$ cat src/rtl/core/cse_pkg.sv
// shared widths, payload structs and controller/datapath interface types
`timescale 1ns / 1ps

package cse_pkg;

	localparam int SAMPLE_W  = 16;
	localparam int PROD_W    = 2 * SAMPLE_W;
	localparam int DOT_W     = 42;
	localparam int SQ_W      = 41;
	localparam int RAD_SHIFT = 22;
	localparam int RAD_W     = 64;
	localparam int ROOT_W    = RAD_W / 2;
	localparam int DEN_W     = 2 * ROOT_W;
	localparam int QUO_W     = 38;
	localparam int SIM_W     = 16;
	localparam int CNT_W     = 6;

	localparam logic [SIM_W-1:0] ONE_Q14 = 16'd16384;

	typedef struct packed {
		logic signed [SAMPLE_W-1:0] a_value;
		logic signed [SAMPLE_W-1:0] b_value;
		logic                       last_element;
	} pair_t;

	typedef struct packed {
		logic signed [SIM_W-1:0] similarity;
		logic                    zero_norm;
	} result_t;

	typedef struct packed {
		logic capture;
		logic acc_clear;
		logic check;
		logic root_load;
		logic root_sel_b;
		logic root_step;
		logic root_store_a;
		logic root_store_b;
		logic den_load;
		logic div_step;
		logic div_first;
		logic res_load;
	} dp_cmd_t;

	typedef struct packed {
		logic zero_norm;
	} dp_status_t;

endpackage

$ cat src/rtl/core/cse_ctrl.sv
// sequencing state machine and output valid
`timescale 1ns / 1ps

module cse_ctrl (
	input  logic                 clk,
	input  logic                 arst_n,
	input  logic                 pair_valid,
	input  logic                 pair_last,
	output logic                 pair_stall,
	output logic                 result_valid,
	input  logic                 result_stall,
	input  cse_pkg::dp_status_t  status,
	output cse_pkg::dp_cmd_t     cmd
);

	typedef enum logic [8:0] {
		S_ACC    = 9'b000000001,
		S_FLUSH  = 9'b000000010,
		S_CHECK  = 9'b000000100,
		S_ROOT_A = 9'b000001000,
		S_LOAD_B = 9'b000010000,
		S_ROOT_B = 9'b000100000,
		S_MUL    = 9'b001000000,
		S_DIV    = 9'b010000000,
		S_DONE   = 9'b100000000
	} state_t;

	state_t                    state_q;
	state_t                    state_d;
	logic [cse_pkg::CNT_W-1:0] cnt_q;
	logic [cse_pkg::CNT_W-1:0] cnt_d;
	logic                      result_valid_q;
	logic                      accept;
	logic                      slot_free;
	logic                      root_last;
	logic                      div_last;

	assign pair_stall = (state_q != S_ACC);
	assign accept     = pair_valid && !pair_stall;
	assign slot_free  = !result_valid_q || !result_stall;
	assign root_last  = (cnt_q == cse_pkg::CNT_W'(cse_pkg::ROOT_W - 1));
	assign div_last   = (cnt_q == cse_pkg::CNT_W'(cse_pkg::QUO_W - 1));

	always_comb begin
		state_d     = state_q;
		cnt_d       = cnt_q;
		cmd         = '0;
		cmd.capture = accept;
		case (state_q)
			S_ACC: begin
				if (accept && pair_last) begin
					state_d = S_FLUSH;
				end
			end
			S_FLUSH: begin
				// last pair is summed this cycle
				state_d = S_CHECK;
			end
			S_CHECK: begin
				cmd.check = 1'b1;
				cnt_d     = '0;
				if (status.zero_norm) begin
					state_d = S_DONE;
				end else begin
					cmd.root_load = 1'b1;
					state_d       = S_ROOT_A;
				end
			end
			S_ROOT_A: begin
				cmd.root_step = 1'b1;
				cnt_d         = cnt_q + 1'b1;
				if (root_last) begin
					cmd.root_store_a = 1'b1;
					state_d          = S_LOAD_B;
				end
			end
			S_LOAD_B: begin
				cmd.root_load  = 1'b1;
				cmd.root_sel_b = 1'b1;
				cnt_d          = '0;
				state_d        = S_ROOT_B;
			end
			S_ROOT_B: begin
				cmd.root_step = 1'b1;
				cnt_d         = cnt_q + 1'b1;
				if (root_last) begin
					cmd.root_store_b = 1'b1;
					state_d          = S_MUL;
				end
			end
			S_MUL: begin
				cmd.den_load = 1'b1;
				cnt_d        = '0;
				state_d      = S_DIV;
			end
			S_DIV: begin
				cmd.div_step  = 1'b1;
				cmd.div_first = (cnt_q == '0);
				cnt_d         = cnt_q + 1'b1;
				if (div_last) begin
					state_d = S_DONE;
				end
			end
			S_DONE: begin
				// wait for the output register to free up, then clear sums
				if (slot_free) begin
					cmd.res_load  = 1'b1;
					cmd.acc_clear = 1'b1;
					state_d       = S_ACC;
				end
			end
			default: begin
				state_d = S_ACC;
			end
		endcase
	end

	always_ff @(posedge clk or negedge arst_n) begin
		if (!arst_n) begin
			state_q        <= S_ACC;
			cnt_q          <= '0;
			result_valid_q <= 1'b0;
		end else begin
			state_q <= state_d;
			cnt_q   <= cnt_d;
			if (cmd.res_load) begin
				result_valid_q <= 1'b1;
			end else if (!result_stall) begin
				result_valid_q <= 1'b0;
			end
		end
	end

	assign result_valid = result_valid_q;

endmodule

$ cat config.mk
export PLATFORM = sky130hd
export DESIGN_NAME = cse_ctrl
export DESIGN_NICKNAME = d
export VERILOG_FILES = /design/src/rtl/core/cse_pkg.sv /design/src/rtl/core/cse_ctrl.sv
export SDC_FILE = /design/constraint.sdc
export NUM_CORES = 1
export LEC_CHECK = 0
export BUFFER_PORTS_ARGS = -buffer_cell sky130_fd_sc_hd__clkbuf_2
export CAP_MARGIN = 20
export CORE_MARGIN = 3
export CORE_UTILIZATION = 30
export CTS_CLUSTER_SIZE = 25
export DETAILED_ROUTE_END_ITERATION = 10
export GPL_TIMING_DRIVEN = 0
export PLACE_DENSITY_LB_ADDON = 0.15
export SETUP_SLACK_MARGIN = 0.4
export SYNTH_ARGS = -nofsm -noshare
export SYNTH_HDL_FRONTEND = slang
export SYNTH_SLANG_ARGS = --single-unit
$ cat constraint.sdc
create_clock -name clk -period 1.69 [get_ports clk]
set_input_delay 0.0845 -clock clk [delete_from_list [all_inputs] [get_ports clk]]
set_output_delay 0.0845 -clock clk [all_outputs]
set_load 0.01 [all_outputs]
-- Word level (Yosys, flattened, before mapping)
Index checks and enable logic that the tools add are counted.
- flip-flop bits (word level): 16
- bits in latches: 0
- memory bits (writable): 0
- bits in read-only memories: 0
- input bits: 6
- output and inout port bits: 14
- memories: 0
- $add $sub $neg: 1
- multipliers: 0
- divide/modulo/power cells: 0
- $lt $le $gt $ge: 0
- equality and inequality tests: 18
- shift operators: 0
- mux-type cells: 22
- bitwise gates (word level): 0
- reduce and logical (&&, ||, !) cells: 12
- operator list (cell ; number):
    9-bit one-hot mux with 9 select lines ; 1
    9-bit 2-to-1 mux ; 6
    1-bit 2-to-1 mux ; 12
    6-bit one-hot mux with 2 select lines ; 1
    2-bit inequality test (second input constant) ; 5
    9-bit by 1-bit equality test with 1-bit output (second input constant) ; 1
    9-bit by 2-bit equality test with 1-bit output (second input constant) ; 1
    9-bit by 3-bit equality test with 1-bit output (second input constant) ; 1
    9-bit by 4-bit equality test with 1-bit output (second input constant) ; 1
    9-bit by 5-bit equality test with 1-bit output (second input constant) ; 1
    9-bit by 6-bit equality test with 1-bit output (second input constant) ; 1
    9-bit by 7-bit equality test with 1-bit output (second input constant) ; 1
    9-bit by 8-bit equality test with 1-bit output (second input constant) ; 1
    9-bit equality test (second input constant) ; 1
    9-bit by 1-bit inequality test with 1-bit output (second input constant) ; 1
    6-bit by 1-bit adder with 6-bit output (second input constant) ; 1
    6-bit by 5-bit equality test with 1-bit output (second input constant) ; 1
    6-bit equality test (second input constant) ; 1
    6-bit zero test ; 1
    3-bit OR reduction ; 2
    5-bit AND reduction ; 1
    1-bit zero test ; 3
    1-bit logical AND ; 2
    2-bit 2-to-1 mux ; 1
    5 further kinds ; 5

-- Longest topological paths before layout
Gate-level depths: netlist of the first run.
- depth after elaboration: 6
- mapped depth: 6
- depth with buffers taken out: 6

-- Worst setup path after synthesis of the first run
No wires, ideal clock.
- path type: register to register
- start: register state_q[0]
- end: register state_q[3]
- library setup time: 0.118 ns
- data arrival time: 1.489 ns
- setup slack: 0.083 ns
- stages on the path, launching flop included: 7
- clock period less this slack: 1.607 ns
- cells stage by stage: dfstp_2 > buf_2 > nor3_2 > and4b_1 > o31ai_1 > nand4_1 > a21o_1
- word-level cells in the longest chain between the ends: 6
- RTL lines (item ; line ; source):
    start, declared ; cse_ctrl.sv:28 ; state_t state_q;
    start signal, assigned ; cse_ctrl.sv:124 ; state_q <= state_d;
    9-bit by 1-bit inequality test with 1-bit output ; cse_ctrl.sv:38 ; assign pair_stall = (state_q != S_ACC);
    1-bit zero test ; cse_ctrl.sv:39 ; assign accept = pair_valid && !pair_stall;
    1-bit logical AND ; cse_ctrl.sv:39 ;
    1-bit logical AND ; cse_ctrl.sv:51 ; if (accept && pair_last) begin
    2-bit inequality test (no source line) ; n/a ;
    5-bit AND reduction (no source line) ; n/a ;
Several ways; a longest one is shown, not always the timed one.
A chain may end at the register's enable or synchronous reset.

-- Worst setup path in the final report of the first run
- start: register state_q[5]
- end: output port cmd[11] (netlist name)
- word-level cells in the longest chain between the ends: 3
- RTL lines (item ; line ; source):
    9-bit by 1-bit inequality test with 1-bit output ; cse_ctrl.sv:38 ;
    1-bit zero test ; cse_ctrl.sv:39 ;
    1-bit logical AND ; cse_ctrl.sv:39 ;
    end, declared ; cse_ctrl.sv:13 ; output cse_pkg::dp_cmd_t cmd
No other way between the ends.

==> reports/metrics.csv, run 1 <==
stage,metric,value,unit
layout,area_delta_synth_final,47.4,%
worst_hold_path,worstHoldEndpoint,result_valid$_DFFE_PN0P_,
clock_tree,cts_sinks,16,
setup_path,rr_startpoint,state_q[5]$_DFFE_PN0P_,
synth,synth_commonest_cells,"dfrtp_1, nor2_1, nand2_1",
status,status,"finished, violations left",
detailed_routing,drtIter0Drc,66,
setup_path,cp_common_cell,buf_6,
setup_path,cp_slowest_cell,dfrtp_1,
timing,relSlewSlack,72.1,%
power_and_ir_drop,switching_share,35.9,%
global_routing,grt_pass1_wl,4570,um
power_and_ir_drop,intPower,0.00103,W
worst_hold_path,hold_path.class,input pin to register,
timing,final-hold-violation-count,0,
synth,syn_area,1100,um2
synth,async_flop_share,100,%
placed_design,globalplace.congestion,0.830,
power_and_ir_drop,leakage,0.797,nW
setup_path,rrSetupSlack,-0.13,ns
detailed_routing,viasPerCell,4.99,
synth,synth-seq-area-share,36.4,%
synth,synth_edf_count,0,
timing,finalCritPeriodShare,110,%
layout,antennaDiodeCount,0,
setup_path,cp.arrival,1.77,ns
setup_path,critPathMaxFanout,8,
clock_tree,cts.htree.levels,1,
die,die_h,66.6,um
timing,worstMarginPinSlew,0.419,ns
layout,nets,169,
synth,syn-mean-instance-area,9.26,um2
setup_path,cpPeakStageDelay,0.38,ns
setup_path,startpoint,state_q[5]$_DFFE_PN0P_,
placed_design,io_buffers,19,
detailed_routing,routed-via-count,1023,
power_and_ir_drop,clkPwrFrac,18.6,%
layout,seq_area,402,um2
global_routing,grt_pass1_vias,925,
timing,finalWorstSetupSlack,-0.163,ns
clock_tree,cts-root-buf,clkbuf_8,
setup_path,regToRegEndpoint,state_q[3]$_DFFE_PN0P_,
synth,ys_ff_latch,16,
layout,multi_input_area,759,um2
layout,final_cells,205,
die,io_pins,20,
run,maxCapViolCount,0,
synth,synth_ff_type,dfrtp_1,
global_routing,grt_max_degree,17,
worst_hold_path,hold_path_depth,3,
setup_path,worstSetupPathType,register to primary output,
timing,fmax,540,MHz
synth,synth_most_common_cell,dfrtp_1,
global_routing,antenna_found_initial,0,
power_and_ir_drop,pwr-share-comb,51.9,%
die,die_area,4440,um2
clock_tree,path_clk_slew,0.07,ns
status,violations,negative setup slack,
setup_path,cp-end-kind,primary output,
power_and_ir_drop,seq_power_share,29.5,%
clock_tree,worstSkewPairLatency,0.25,ns
global_routing,grt_use_total,13.5,%
power_and_ir_drop,p_sw,0.000578,W
clock_tree,cts_tree,built,
worst_hold_path,holdCritStartpoint,result_stall,
global_routing,gr-total-overflow,0,
setup_path,critPathLaunchType,register,
die,core,3440,um2
clock_tree,clockBufferDepth,2,
die,rows,21,
placed_design,post-place-cells,184,
synth,yosysWarnings,0,
timing,setup_viol_count_final,10,
synth,synth_nets,128,
placed_design,place_hpwl,1920,um
die,start_util,32.0,%
synth,ys_types,40,
timing,slew_violations,0,
detailed_routing,drc,0,
timing,rsz0062_at_grt,true,
synth,synthCells,119,
die,die_w,66.6,um
power_and_ir_drop,max-vdd-ir-drop,338,uV
detailed_routing,drt_pass1_iterations,4,
clock_tree,cts_buffers,3,
detailed_routing,ant_nets,0,
synth,synth_area_leaders,"dfrtp_1, xor2_1, nor4_4",
layout,drive_above_1_share,47.2,%
setup_path,path_cells,"buf_6, nor4_4, nand2_2, or3_4, nor2_1, buf_4, buf_6",
timing,holdWs,0.0956,ns
synth,synth_top_area_share,34.1,%
power_and_ir_drop,p_per_area,990,nW/um2
setup_path,ff2ff_path_depth,8,
detailed_routing,wirelength,2750,um
timing,fin_skew,0.00461,ns
synth,synth_top_area_cell,dfrtp_1,
timing,fin_crit,1.85,ns
setup_path,required,1.61,ns
layout,fillers,338,
detailed_routing,avgRoutedWirePerCell,13.4,um
[cell families after synthesis]
logic type	count (synthesis)	synth area share [%]
compound gates	21	12.8
xor+xnor	7	5.56
fa+ha+maj	3	3.41
buf+inv	13	7.38
flops	16	36.4
mux	2	1.93
simple gates	57	32.5
[power groups by stage]
stage	Combinational [W]	Sequential, W	Clock [W]
finish	0.000836	0.000474	0.000300
global route	0.000904	0.000482	0.000327
CTS	0.000761	0.000474	0.000304
detailed placement	0.000620	0.000477	0
global placement	0.000617	0.000476	0
floorplan	0.000488	0.000471	0
[critical path: cells and delay by family (launching register included)]
| family | cells | cell delay [ns] |
|---|---|---|
| AND/OR/NAND/NOR | 4 | 0.81 |
| buffers and inverters | 3 | 0.34 |
| flip-flops | 1 | 0.38 |
[timing repair]
item                                    in CTS  in global routing
setup buffers                               13                  3
endpoints found under the setup margin      26                 29
hold buffers                                 1                  0
resized for setup                           14                 16
hold endpoints to repair                    15                  0
pin swaps                                   13                 17
[through the flow]
stage	area, um2	utilization [%]	worst slack (ns)	total power, W	TNS, ns
global route	1630	47.2	-0.251	0.00171	-2.65
floorplan	1190	-	0.191	0.000959	0
CTS	1550	45.1	-0.172	0.00154	-1.09
detailed placement	1340	39.0	-0.0499	0.00110	-0.0926
global placement	1340	39.0	-0.0604	0.00109	-0.111
finish	1630	47.2	-0.163	0.00161	-0.925
[flip-flops by register name (all words and copies together), names as in the netlist]
name / count
state_q: 9
cnt_q: 6
result_valid: 1
[worst max path at each step]
stage	end
after floorplan	cmd[11]
after global placement	cmd[8]
after detailed placement	cmd[8]
after CTS	state_q[3]$_DFFE_PN0P_
after global routing	cmd[11]
final	cmd[11]
[layer usage]
metal  vias up  GRT usage [%]  share of wire, %
met4         0           3.05              0.29
met5         -              0                 0
met1       497           18.3                46
met2        16           22.3                51
met3         2           2.19               3.4
li1        508              -                 -
[placed cells by master, fill, tap and decap left out, types with 2 or more instances in the layout]
cell type	instances
dfrtp_1	15
nor4b_4	2
nor2_2	2
xor2_1	6
a21o_1	2
nor2_1	9
inv_1	3
nor3_4	2
o21ai_1	3
clkbuf_2	13
nand2b_1	3
nand4_1	4
nand4b_1	2
buf_4	16
nand2_1	8
o21ai_2	2
nor4_4	4
nor2b_1	2
o21ai_0	5
clkbuf_8	3
nand3_1	3
buf_2	4
nor3_1	2
and3_4	2
buf_6	10
ha_1	3
[area by class of cell]
| type | count | share of cell area [%] |
|---|---|---|
| clock buffers | 4 | 2.77 |
| repair buffers | 36 | 15.7 |
| well taps | 46 | 3.54 |
| multi-input cells | 90 | 46.7 |
| inverters | 3 | 0.693 |
| plain buffers | 10 | 5.85 |
| flip-flops and latches | 16 | 24.7 |
(Power assumes the default switching activity.)
==> inputs of run 2 (changes only) <==
--- a/config.mk
+++ b/config.mk
@@ -5,6 +5,7 @@
 export SDC_FILE = /design/constraint.sdc
 export NUM_CORES = 1
 export LEC_CHECK = 0
+export ABC_AREA = 1
 export BUFFER_PORTS_ARGS = -buffer_cell sky130_fd_sc_hd__clkbuf_2
 export CAP_MARGIN = 20
 export CORE_MARGIN = 3
==> run 2 against run 1 <==
The run now ends clean; largest cell class unchanged; synthesized cell count grew 46%; critical path type unchanged; highest routed layer unchanged; total power is 57% lower; register-to-register slack improved by 0.22 ns.
==> reports/metrics.csv, run 2 <==
stage,metric,value,unit,change
synth,ys_types,25,,-38%
clock_tree,clockBufferDepth,2,,unchanged
synth,synth_edf_count,0,,unchanged
clock_tree,cts-root-buf,clkbuf_8,,
detailed_routing,drt_pass1_iterations,6,,+2
global_routing,grt_pass1_vias,1336,,+44%
layout,largest_register,state_q,,
setup_path,critPathMaxFanout,4,,-4
placed_design,globalplace.congestion,0.828,,-0.17%
die,core,3740,um2,+8.8%
die,die_w,69.2,um,+3.9%
timing,holdWs,0.0660,ns,-0.0296 ns
setup_path,critPathLaunchType,register,,
timing,finalWorstSetupSlack,0.0742,ns,+0.237 ns
layout,mostFrequentLayoutCells,"nand2_1, buf_4, inv_1",,
status,status,completed,,
global_routing,grt_max_degree,17,,unchanged
global_routing,grt_pass1_wl,6020,um,+32%
setup_path,cp-end-kind,primary output,,
placed_design,place_hpwl,2330,um,+21%
synth,ys_ff_latch,16,,unchanged
synth,synth_nets,183,,+43%
detailed_routing,wirelength,3640,um,+32%
global_routing,gr-total-overflow,0,,unchanged
timing,fmax,619,MHz,+15%
layout,nets,251,,+49%
detailed_routing,drtIter0Drc,70,,+6.1%
die,die_h,69.2,um,+3.9%
clock_tree,cts_sinks,16,,unchanged
power_and_ir_drop,p_per_area,351,nW/um2,-65%
synth,synth_top_area_share,31.3,%,-2.7 points
layout,final_common_cell,nand2_1,,
detailed_routing,drc,0,,unchanged
die,start_util,32.0,%,about the same
layout,area_delta_synth_final,66.0,%,
power_and_ir_drop,power.total,0.000699,W,-57%
synth,synth_area_leaders,"dfrtp_1, nand2_1, nand3_1",,
run,maxCapViolCount,0,,unchanged
placed_design,io_buffers,19,,unchanged
die,rows,22,,+4.8%
synth,synth-seq-area-share,33.5,%,-2.9 points
clock_tree,cts.htree.levels,1,,unchanged
timing,relSlewSlack,70.9,%,-1.2 points
die,io_pins,20,,unchanged
worst_hold_path,hold_path.class,input pin to register,,
timing,rsz0062_at_grt,true,,
layout,largest_reg_flops,9,,unchanged
timing,slew_violations,0,,unchanged
clock_tree,cts_tree,built,,
detailed_routing,viasPerCell,4.59,,-8.0%
timing,worstMarginPinSlew,0.436,ns,+0.0174 ns
synth,synth_top_area_cell,dfrtp_1,,
setup_path,worstSetupPathType,register to primary output,,
clock_tree,path_clk_slew,0.06,ns,about the same
placed_design,dpl_cell_area,1360,um2,+1.4%
detailed_routing,routed-via-count,1327,,+30%
power_and_ir_drop,max-vdd-ir-drop,313,uV,-7.3%
synth,synth_commonest_cells,"nand2_1, inv_1, nand3_1",,
timing,setup_viol_count_final,0,,-10
layout,fillers,348,,+3.0%
synth,syn_area,1200,um2,+8.7%
timing,setup_tns,0,ns,+0.925 ns
layout,antennaDiodeCount,0,,unchanged
setup_path,cp.arrival,1.53,ns,-0.24 ns
layout,final_cell_area,1990,um2,+22%
power_and_ir_drop,leakage,1.01,nW,+27%
synth,syn-mean-instance-area,6.89,um2,-26%
synth,yosysWarnings,0,,unchanged
setup_path,required,1.61,ns,about the same
global_routing,grt_use_total,15.4,%,+1.9 points
timing,fin_skew,0.00265,ns,-0.00196 ns
clock_tree,worstSkewPairLatency,0.25,ns,about the same
detailed_routing,avgRoutedWirePerCell,12.6,um,-6.0%
timing,finalCritPeriodShare,95.6,%,-14 points
placed_design,post-place-ws,0.162,ns,+0.212 ns
synth,synth_ff_type,dfrtp_1,,
timing,final-hold-violation-count,0,,unchanged
layout,drive_above_1_share,51.9,%,+4.7 points
timing,fin_crit,1.62,ns,-0.237 ns
die,die_area,4790,um2,+7.9%
detailed_routing,ant_nets,0,,unchanged
clock_tree,cts_buffers,3,,unchanged
synth,synthCells,174,,+46%
synth,synth_most_common_cell,nand2_1,,
global_routing,antenna_found_initial,0,,unchanged
synth,async_flop_share,100,%,unchanged
-- run 2: cell count changes after synthesis, moves of 3 or more --
cell | previous run | this run
nor2_2 | 0 | 6
nor2_1 | 11 | 21
xor2_1 | 7 | 1
nand2_2 | 0 | 3
nand2_1 | 9 | 46
nor2_4 | 0 | 4
and3_1 | 3 | 0
nand3_2 | 0 | 3
o21ai_0 | 8 | 0
inv_1 | 3 | 30
buf_2 | 5 | 0
nand2b_1 | 3 | 0
nand3_1 | 3 | 24
-- run 2: cell families after synthesis --
kind of cell / synth area share (%)
AO/OA/AOI/OAI: 1.67
XOR/XNOR: 1.46
adder cells (fa/ha/maj): 3.13
flip-flops: 33.5
buffers and inverters: 11.9
AND/OR/NAND/NOR: 48.3
-- run 2: metal layers --
layer | track usage (%) | up-vias | routed length [um]
met5 | 0 | - | 0
met4 | 6.51 | 0 | 108
met3 | 2.46 | 12 | 109
met2 | 28.6 | 30 | 2040
met1 | 17.2 | 618 | 1380
li1 | - | 667 | -
-- run 2: area by class of cell --
class | count | area [um2] | area share [%]
Timing Repair Buffer | 63 | 495 | 24.9
Buffer | 3 | 26.3 | 1.32
Multi-Input combinational cell | 124 | 840 | 42.2
Tap cell | 48 | 60.1 | 3.02
Inverter | 31 | 119 | 5.97
Clock buffer | 4 | 45.0 | 2.26
Sequential cell | 16 | 404 | 20.3
-- run 2: report_power, final --
group | switching (W) | total (W) | internal (W)
clock | 0.000131 | 0.000298 | 0.000167
sequential | 0.0000000000000000000572 | 0.000383 | 0.000383
combinational | 0.0000115 | 0.0000177 | 0.00000624
total | 0.000142 | 0.000699 | 0.000556
-- run 2: stage by stage --
step / util [%] / std cells
detailed placement: 36.4 / 241
finish: 53.1 / 289
global route: 53.1 / 289
floorplan: - / 174
global placement: 36.4 / 241
CTS: 48.5 / 280
-- run 2: path summary, 6_finish.rpt --
kind | from | slack [ns] | cells past startpoint | to
worst max-delay path | state_q[5]$_DFFE_PN0P_ | 0.07 | 6 | cmd[1]
worst min-delay path | result_stall | 0.07 | 3 | result_valid$_DFFE_PN0P_
worst max register to register | state_q[5]$_DFFE_PN0P_ | 0.09 | 11 | state_q[5]$_DFFE_PN0P_
worst min register to register | result_valid$_DFFE_PN0P_ | 0.51 | 2 | result_valid$_DFFE_PN0P_
max in group asynchronous | arst_n | 1.01 | 2 | state_q[0]$_DFFE_PN1P_
min in group asynchronous | arst_n | 0.34 | 2 | result_valid$_DFFE_PN0P_
-- run 2: critical path, stage by stage, from the launching register on --
cell and delay [ns]:
dfrtp_2 0.43, nor2_4 0.21, nand3_2 0.13, nor2_4 0.14, inv_2 0.05, nor4_2 0.13
buf_2 0.17
-- run 2: repair_timing --
item	4_1_cts	5_1_grt
hold buffers	1	0
buffers inserted	34	9
endpoints found under the hold margin	15	0
gates resized for setup	43	34
setup endpoints to repair	24	26
pin swaps	25	23
==> inputs of run 3 (changes only) <==
--- a/config.mk
+++ b/config.mk
@@ -6,7 +6,7 @@
 export NUM_CORES = 1
 export LEC_CHECK = 0
 export ABC_AREA = 1
-export BUFFER_PORTS_ARGS = -buffer_cell sky130_fd_sc_hd__clkbuf_2
+export BUFFER_PORTS_ARGS = -buffer_cell sky130_fd_sc_hd__buf_4
 export CAP_MARGIN = 20
 export CORE_MARGIN = 3
 export CORE_UTILIZATION = 30
==> run 3 against run 2 <==
Largest cell class unchanged; clock skew down 0.0016 ns; design area increased by 4.1%; die area unchanged; combinational power rose by 16%; flip-flop and latch count did not move; critical path depth stayed put; routed wire length down 0.27%; sequential power is essentially flat; count of clock-buffer cells in the layout is the same; largest power group unchanged.
==> reports/metrics.csv, run 3 (synthesis results as in run 2) <==
stage,metric,value,unit,change
status,status,completed,,
layout,drive_above_1_share,55.2,%,+3.4 points
global_routing,grt_pass1_wl,5830,um,-3.2%
worst_hold_path,hold_path.class,input pin to register,,
timing,rsz0062_at_grt,true,,
die,die_area,4790,um2,unchanged
global_routing,grt_use_total,15.0,%,-0.44 points
timing,fin_crit,1.61,ns,-0.00483 ns
detailed_routing,wirelength,3630,um,-0.27%
setup_path,cpLargestDelayFamily,simple AND/OR/NAND/NOR gates,,
setup_path,cp_slowest_cell,dfrtp_2,,
setup_path,ff2ff_path_depth,9,,-2
global_routing,grt_pass1_vias,1318,,-1.3%
layout,largest_reg_flops,9,,unchanged
detailed_routing,drc,0,,unchanged
setup_path,critPathLaunchType,register,,
setup_path,rrSetupSlack,0.13,ns,+0.04 ns
placed_design,globalplace.congestion,0.867,,+4.7%
clock_tree,worstSkewPairLatency,0.25,ns,about the same
power_and_ir_drop,leakage,1.03,nW,+1.3%
die,die_h,69.2,um,unchanged
clock_tree,cts_sinks,16,,unchanged
layout,fillers,357,,+2.6%
setup_path,critical_path_buf_inv_count,2,,unchanged
setup_path,path_cells,"nor2_4, nand3_2, nor2_4, inv_2, nor4_4, buf_4",,
setup_path,cp.arrival,1.53,ns,about the same
die,io_pins,20,,unchanged
setup_path,worstSetupPathType,register to primary output,,
clock_tree,cts_tree,built,,
detailed_routing,ant_nets,0,,unchanged
timing,worstMarginPinSlew,0.306,ns,-0.129 ns
clock_tree,cts_buffers,3,,unchanged
layout,nets,249,,-0.80%
layout,mostFrequentLayoutCells,"buf_4, nand2_1, buf_6",,
setup_path,cpPeakStageDelay,0.43,ns,about the same
global_routing,antenna_found_initial,0,,unchanged
layout,antennaDiodeCount,0,,unchanged
power_and_ir_drop,power.total,0.000745,W,+6.7%
detailed_routing,avgRoutedWirePerCell,12.6,um,+0.42%
timing,fmax,621,MHz,+0.30%
setup_path,critical_path_depth,6,,unchanged
setup_path,cp-end-kind,primary output,,
clock_tree,cts-root-buf,clkbuf_8,,
setup_path,critPathMaxFanout,4,,unchanged
clock_tree,clockBufferDepth,2,,unchanged
global_routing,grt_max_degree,17,,unchanged
run,maxCapViolCount,0,,unchanged
layout,area_delta_synth_final,72.8,%,
worst_hold_path,hold_path_depth,3,,unchanged
power_and_ir_drop,p_per_area,360,nW/um2,+2.5%
detailed_routing,viasPerCell,4.66,,+1.5%
die,start_util,32.0,%,unchanged
setup_path,cp_common_cell,nor2_4,,
placed_design,place_hpwl,2250,um,-3.4%
timing,slew_violations,0,,unchanged
power_and_ir_drop,max-vdd-ir-drop,300,uV,-4.1%
timing,relSlewSlack,79.5,%,+8.6 points
timing,final-hold-violation-count,0,,unchanged
layout,largest_register,state_q,,
die,core,3740,um2,unchanged
die,rows,22,,unchanged
detailed_routing,drt_pass1_iterations,4,,-2
timing,fin_skew,0.00104,ns,-0.00162 ns
timing,setup_tns,0,ns,unchanged
global_routing,gr-total-overflow,0,,unchanged
clock_tree,path_clk_slew,0.07,ns,about the same
placed_design,io_buffers,19,,unchanged
layout,final_common_cell,buf_4,,
clock_tree,cts.htree.levels,1,,unchanged
detailed_routing,routed-via-count,1338,,+0.83%
setup_path,required,1.61,ns,about the same
die,die_w,69.2,um,unchanged
detailed_routing,drtIter0Drc,39,,-44%
timing,setup_viol_count_final,0,,unchanged
timing,finalCritPeriodShare,95.3,%,-0.29 points
## run 3: cell count changes in the layout (fill, tap and decap cells not counted), moves of 3 or more
cell,previous run,this run
buf_6,15,25
clkbuf_2,9,0
buf_2,4,0
inv_1,21,18
nand2_1,40,37
nand2_4,3,6
## run 3: layer usage
metal	GRT usage [%]	routed length, um	vias up
met2	27.4	2080	23
met5	0	0	-
met3	1.30	61	8
met4	6.29	61	0
li1	-	-	668
met1	17.7	1430	639
## run 3: report_power, final
group                     switching (W)  internal (W)   total, W  leakage [nW]
combinational                 0.0000110    0.00000954  0.0000205         0.792
sequential     0.0000000000000000000528      0.000383   0.000383         0.205
clock                          0.000135      0.000207   0.000342        0.0288
total                          0.000146      0.000599   0.000745          1.03
## run 3: worst paths after layout
check / start / endpoint
hold / removal: result_stall / result_valid$_DFFE_PN0P_
setup / recovery: state_q[5]$_DFFE_PN0P_ / cmd[1]
min in group asynchronous: arst_n / result_valid$_DFFE_PN0P_
max in group asynchronous: arst_n / state_q[0]$_DFFE_PN1P_
hold reg to reg: result_valid$_DFFE_PN0P_ / result_valid$_DFFE_PN0P_
setup reg to reg: state_q[0]$_DFFE_PN1P_ / cnt_q[0]$_DFFE_PN0P_
## run 3: what timing repair did
action,4_1_cts,5_1_grt
hold endpoints to repair,16,0
endpoints found under the setup margin,24,27
buffers inserted,32,9
resized for setup,44,44
pin swaps,22,17
hold buffers,1,0
## run 3: area by class of cell
class | instances | area, um2 | area share, %
Multi-Input combinational cell | 124 | 851 | 41.1
Timing Repair Buffer | 61 | 551 | 26.6
Sequential cell | 16 | 407 | 19.6
Inverter | 31 | 121 | 5.86
Tap cell | 48 | 60.1 | 2.90
Clock buffer | 4 | 55.1 | 2.66
Buffer | 3 | 26.3 | 1.27
## run 3: worst register-to-register path, stage by stage (launching register included)
cell and delay (ns):
dfstp_2 0.60, inv_2 0.07, nand2_4 0.09, nor2_4 0.05, inv_2 0.06, nor2_4 0.05
buf_6 0.12, nor3_4 0.25, nand3_1 0.12, o21ai_1 0.09
## run 3: per-stage QoR
step / area, um2 / setup slack (ns) / util (%) / hold WS, ns / cells
6_report: 2070 / 0.0790 / 55.3 / 0.0783 / 287
5_1_grt: 2070 / 0.00334 / 55.3 / 0.0946 / 287
4_1_cts: 1870 / 0.105 / 49.9 / 0.0619 / 278
2_1_floorplan: 1210 / 0.402 / - / -0.211 / 174
3_3_place_gp: 1410 / 0.192 / 37.7 / -0.0410 / 241
3_5_place_dp: 1410 / 0.182 / 37.7 / -0.0404 / 241
